===== src/rtl/psbt_pkg.sv =====
// types, codes and constants shared by the packet sequence block tracker
// no dependencies
package psbt_pkg;

  localparam int EPOCH_W  = 8;
  localparam int CFG_IDX_W  = 3;
  localparam int CFG_DATA_W = 15;

  localparam logic [1:0] CMD_BLOCK    = 2'd0;
  localparam logic [1:0] CMD_SEQUENCE = 2'd1;
  localparam logic [1:0] CMD_CONSUMED = 2'd2;
  localparam logic [1:0] CMD_UNUSED   = 2'd3;

  localparam logic [3:0] ST_NEW_BLOCK = 4'd0;
  localparam logic [3:0] ST_DUPLICATE = 4'd1;
  localparam logic [3:0] ST_STALE     = 4'd2;
  localparam logic [3:0] ST_SEQ_OK    = 4'd3;
  localparam logic [3:0] ST_CHROMA    = 4'd4;
  localparam logic [3:0] ST_DIMENSION = 4'd5;
  localparam logic [3:0] ST_CODE      = 4'd6;
  localparam logic [3:0] ST_INDEX     = 4'd7;
  localparam logic [3:0] ST_SHORT     = 4'd8;
  localparam logic [3:0] ST_CONSUMED  = 4'd9;

  localparam logic [3:0] START_OF_FRAME_CODE = 4'd0;

  localparam logic [CFG_IDX_W-1:0] CFG_FRAME_WIDTH   = 3'd0;
  localparam logic [CFG_IDX_W-1:0] CFG_FRAME_HEIGHT  = 3'd1;
  localparam logic [CFG_IDX_W-1:0] CFG_CHROMA_MODE   = 3'd2;
  localparam logic [CFG_IDX_W-1:0] CFG_LAYOUT_BLOCKS = 3'd3;
  localparam logic [CFG_IDX_W-1:0] CFG_ALLOW_PARTIAL = 3'd4;

  typedef struct packed {
    logic [1:0]  command;
    logic [7:0]  sequence_number;
    logic [15:0] block_num;
    logic [15:0] word_count;
    logic [1:0]  chroma_code;
    logic [3:0]  extended_code;
    logic [13:0] width_minus_one;
    logic [13:0] height_minus_one;
    logic [15:0] block_total;
  } psbt_in_t;

  typedef struct packed {
    logic [3:0]  status;
    logic [23:0] block_offset;
    logic        restarted;
    logic [15:0] decoded_count;
    logic        frame_ready;
  } psbt_out_t;

  typedef struct packed {
    logic accept;
    logic commit;
    logic clear_step;
  } psbt_cmd_t;

  typedef struct packed {
    logic clear_last;
    logic wrap;
    logic out_block;
  } psbt_sts_t;

endpackage


===== src/rtl/psbt_ctrl.sv =====
// controller of the tracker: clear pass, accept and execute sequencing
// depends on psbt_pkg
module psbt_ctrl (
  input  logic              clk,
  input  logic              rst_n,
  input  logic              in_valid,
  output logic              in_stall,
  input  psbt_pkg::psbt_sts_t sts,
  output psbt_pkg::psbt_cmd_t cmd
);

  typedef enum logic [1:0] {S_CLEAR, S_IDLE, S_EXEC} state_t;

  state_t state_r, state_nxt;

  always_comb begin
    state_nxt = state_r;
    cmd = '0;
    case (state_r)
      S_CLEAR: begin
        cmd.clear_step = 1'b1;
        if (sts.clear_last) begin
          state_nxt = S_IDLE;
        end
      end
      S_IDLE: begin
        if (in_valid) begin
          cmd.accept = 1'b1;
          state_nxt = S_EXEC;
        end
      end
      S_EXEC: begin
        if (!sts.out_block) begin
          cmd.commit = 1'b1;
          state_nxt = sts.wrap ? S_CLEAR : S_IDLE;
        end
      end
      default: state_nxt = S_CLEAR;
    endcase
  end

  always_ff @(posedge clk) begin
    if (!rst_n) begin
      state_r <= S_CLEAR;
    end else begin
      state_r <= state_nxt;
    end
  end

  assign in_stall = (state_r != S_IDLE);

endmodule


===== config.mk =====
export PLATFORM = sky130hd
export DESIGN_NAME = psbt_ctrl
export DESIGN_NICKNAME = d
export VERILOG_FILES = /design/src/rtl/psbt_pkg.sv /design/src/rtl/psbt_ctrl.sv
export SDC_FILE = /design/constraint.sdc
export NUM_CORES = 1
export LEC_CHECK = 0
export BUFFER_PORTS_ARGS = -buffer_cell sky130_fd_sc_hd__buf_2
export CORE_AREA = 2 2 39 41
export CTS_CLUSTER_DIAMETER = 80
export DETAILED_ROUTE_END_ITERATION = 8
export DIE_AREA = 0 0 41 43
export SLEW_MARGIN = 40
export SYNTH_ARGS = -nofsm -noshare
export SYNTH_HDL_FRONTEND = slang
export SYNTH_SLANG_ARGS = --single-unit

===== constraint.sdc =====
create_clock -name clk -period 1.5 [get_ports clk]
set_input_delay 0.15 -clock clk [delete_from_list [all_inputs] [get_ports clk]]
set_output_delay 0.15 -clock clk [all_outputs]
set_load 0.05 [all_outputs]

==> flow_summary.ini <==
[run_status]
status = completed

[floorplan]
start_util_pct = 8.41
dieArea_um2 = 1760
io_pins = 10
die_y_um = 43
die_x_um = 41
core_um2 = 1380
row_count = 14

[detailed_routing]
dr.pass1.iters = 1
ant_nets = 0
vias = 133
post_drt_wl_per_cell_um = 7.12
via_per_inst = 3.24
drtIter0Drc = 0
wirelength_um = 292
drc_errors = 0

[logic_synthesis]
synthAdderAreaFrac_pct = 0
synth-seq-cells = 2
synth_seq_area_share_pct = 34.4
synth.area.top_cells = dfxtp_1 (34%), nor3b_2 (11%), a32o_2 (9.7%), nor2_1 (9.7%), and3b_2 (8.6%)
muxShareOfSynthArea_pct = 0
netlist.area_leader.share_pct = 34.4
synth_top_family_by_area = simple AND/OR/NAND/NOR gates
syn-num-nets = 19
syn_avg_cell_area_um2 = 8.95
synth-xor-area-share_pct = 0
synth_top_cell_by_area = dfxtp_1
ys_types = 10
synth_simple_gate_area_share_pct = 46.2
netlist_area_um2 = 116
synth.yosys.warnings = 0
synth_compound_area_share_pct = 16.1
syn_inst = 13

[clock_network]
clock-sinks = 2
cts_hold_buf = 0
cts_tree = built
ctsLongestPathBuffers = 2
cts-resized-gates = 0
clkLatencyLatePin_ns = 0.22
cts_buffers = 3
root_buffer = clkbuf_4
cts_htree_levels = 1
cts_setup_buffers = 0
cts.reportedPaths.clkPinSlew_ns = 0.03

[timing]
fmax_ghz = 0.778
slew_viol_final = 0
final.setup_skew_ns = 0.00524
timing_hold_violations_final = 0
relSlewSlack_pct = 83.6
layout_min_cycle_time_ns = 1.29
layout_setup_ws_ns = 0.215
rsz0062_at_grt = false
tightest_slew_ns = 0.248
setup_tns_ns = 0
min_period_over_period_pct = 85.7
setup_viol = 0
hold_slack_ns = 0.167

[grt]
grt_pass1_wl_um = 372
antenna_found_initial = 0
grt_usage_pct = 3.90
grt_max_degree = 7
grt_pass1_vias = 99
grt_overflow = 0

[setup_path]
cpPeakStageDelay_ns = 0.40
cp_data_required_time_ns = 1.35
arrival_ns = 1.14
path_buf_inv = 1
crit_path_start_kind = register
crit_chain = or2b_2 -> buf_2
crit_path_max_fanout = 6
end_kind = output port
path_delay_family = flip-flops
cpMaxStageDelayCell = dfxtp_1
crit_type = register to output port

[final_layout]
final_nets = 33
top_regs = state_r: 2 flops
mostFrequentLayoutCells = buf_2 (9), nor2_1 (3), clkbuf_4 (3)
area_delta_synth_final_pct = 75.3
top_register = state_r
diodes = 0
largest_reg_flops = 2
layout_commonest_cell = buf_2
final_area_um2 = 204
final_util_pct = 14.7
layout-drive-gt1-share_pct = 64.0

[hold_path]
hold_class = input pin to register

[place]
placed_area_um2 = 181
io_buffers = 9
dp_slack_ns = 0.446
dpl.hpwl_um = 229
finalWeightedCongestion = 0.418

[power_and_ir_drop]
p_leak_nw = 0.105
ir_worst_vdd_v = 0.000127
p_per_area_nw_per_um2 = 1190

[flow_run]
cap_viol_max_count = 0
[metal layers]
metal	global-route usage [%]	wire (um)	vias up
met5	0	0	-
met1	2.55	133	53
met3	4.71	44	0
met4	6.00	0	0
met2	4.06	114	11
li1	-	-	69
[final timing paths]
kind | depth (start not counted) | endpoint | slack (ns) | start
worst max register to register | 2 | state_r[1]$_SDFFE_PN0P_ | 0.60 | state_r[0]$_SDFFE_PN0P_
worst max-delay path | 2 | in_stall | 0.21 | state_r[0]$_SDFFE_PN0P_
worst min-delay path | 2 | state_r[1]$_SDFFE_PN0P_ | 0.17 | rst_n
worst min register to register | 2 | state_r[0]$_SDFFE_PN0P_ | 0.59 | state_r[0]$_SDFFE_PN0P_
[power breakdown]
group          internal (mW)  switching, mW  total (mW)
registers             0.0578        0.00569      0.0634
logic                 0.0203         0.0414      0.0617
clock network         0.0883         0.0302       0.119
[cell type report]
type	count	area, um^2
Fill cell	156	1180
Multi-Input combinational cell	10	72.6
Timing Repair Buffer	9	45.0
Sequential cell	2	40.0
Clock buffer	3	22.5
Tap cell	16	20.0
Inverter	1	3.75
[Yosys cell counts]
library cell / number
and3b_2: 1
dfxtp_1: 2
a32o_2: 1
nor2_1: 3
nor3b_1: 1
inv_1: 1
nor3b_2: 1
o21a_1: 1
or2b_2: 1
nand2_1: 1
[logic make-up after synthesis]
kind of cell    count (synthesis)
flops                           2
buf+inv                         1
compound gates                  2
simple gates                    8
[through the flow]
| step | power, mW | instances |
|---|---|---|
| CTS | 0.252 | 41 |
| global route | 0.261 | 41 |
| detailed placement | 0.126 | 38 |
| floorplan | 0.109 | 13 |
| global placement | 0.126 | 38 |
| finish | 0.244 | 41 |
Note: power is estimated with default switching activity, not from simulation.
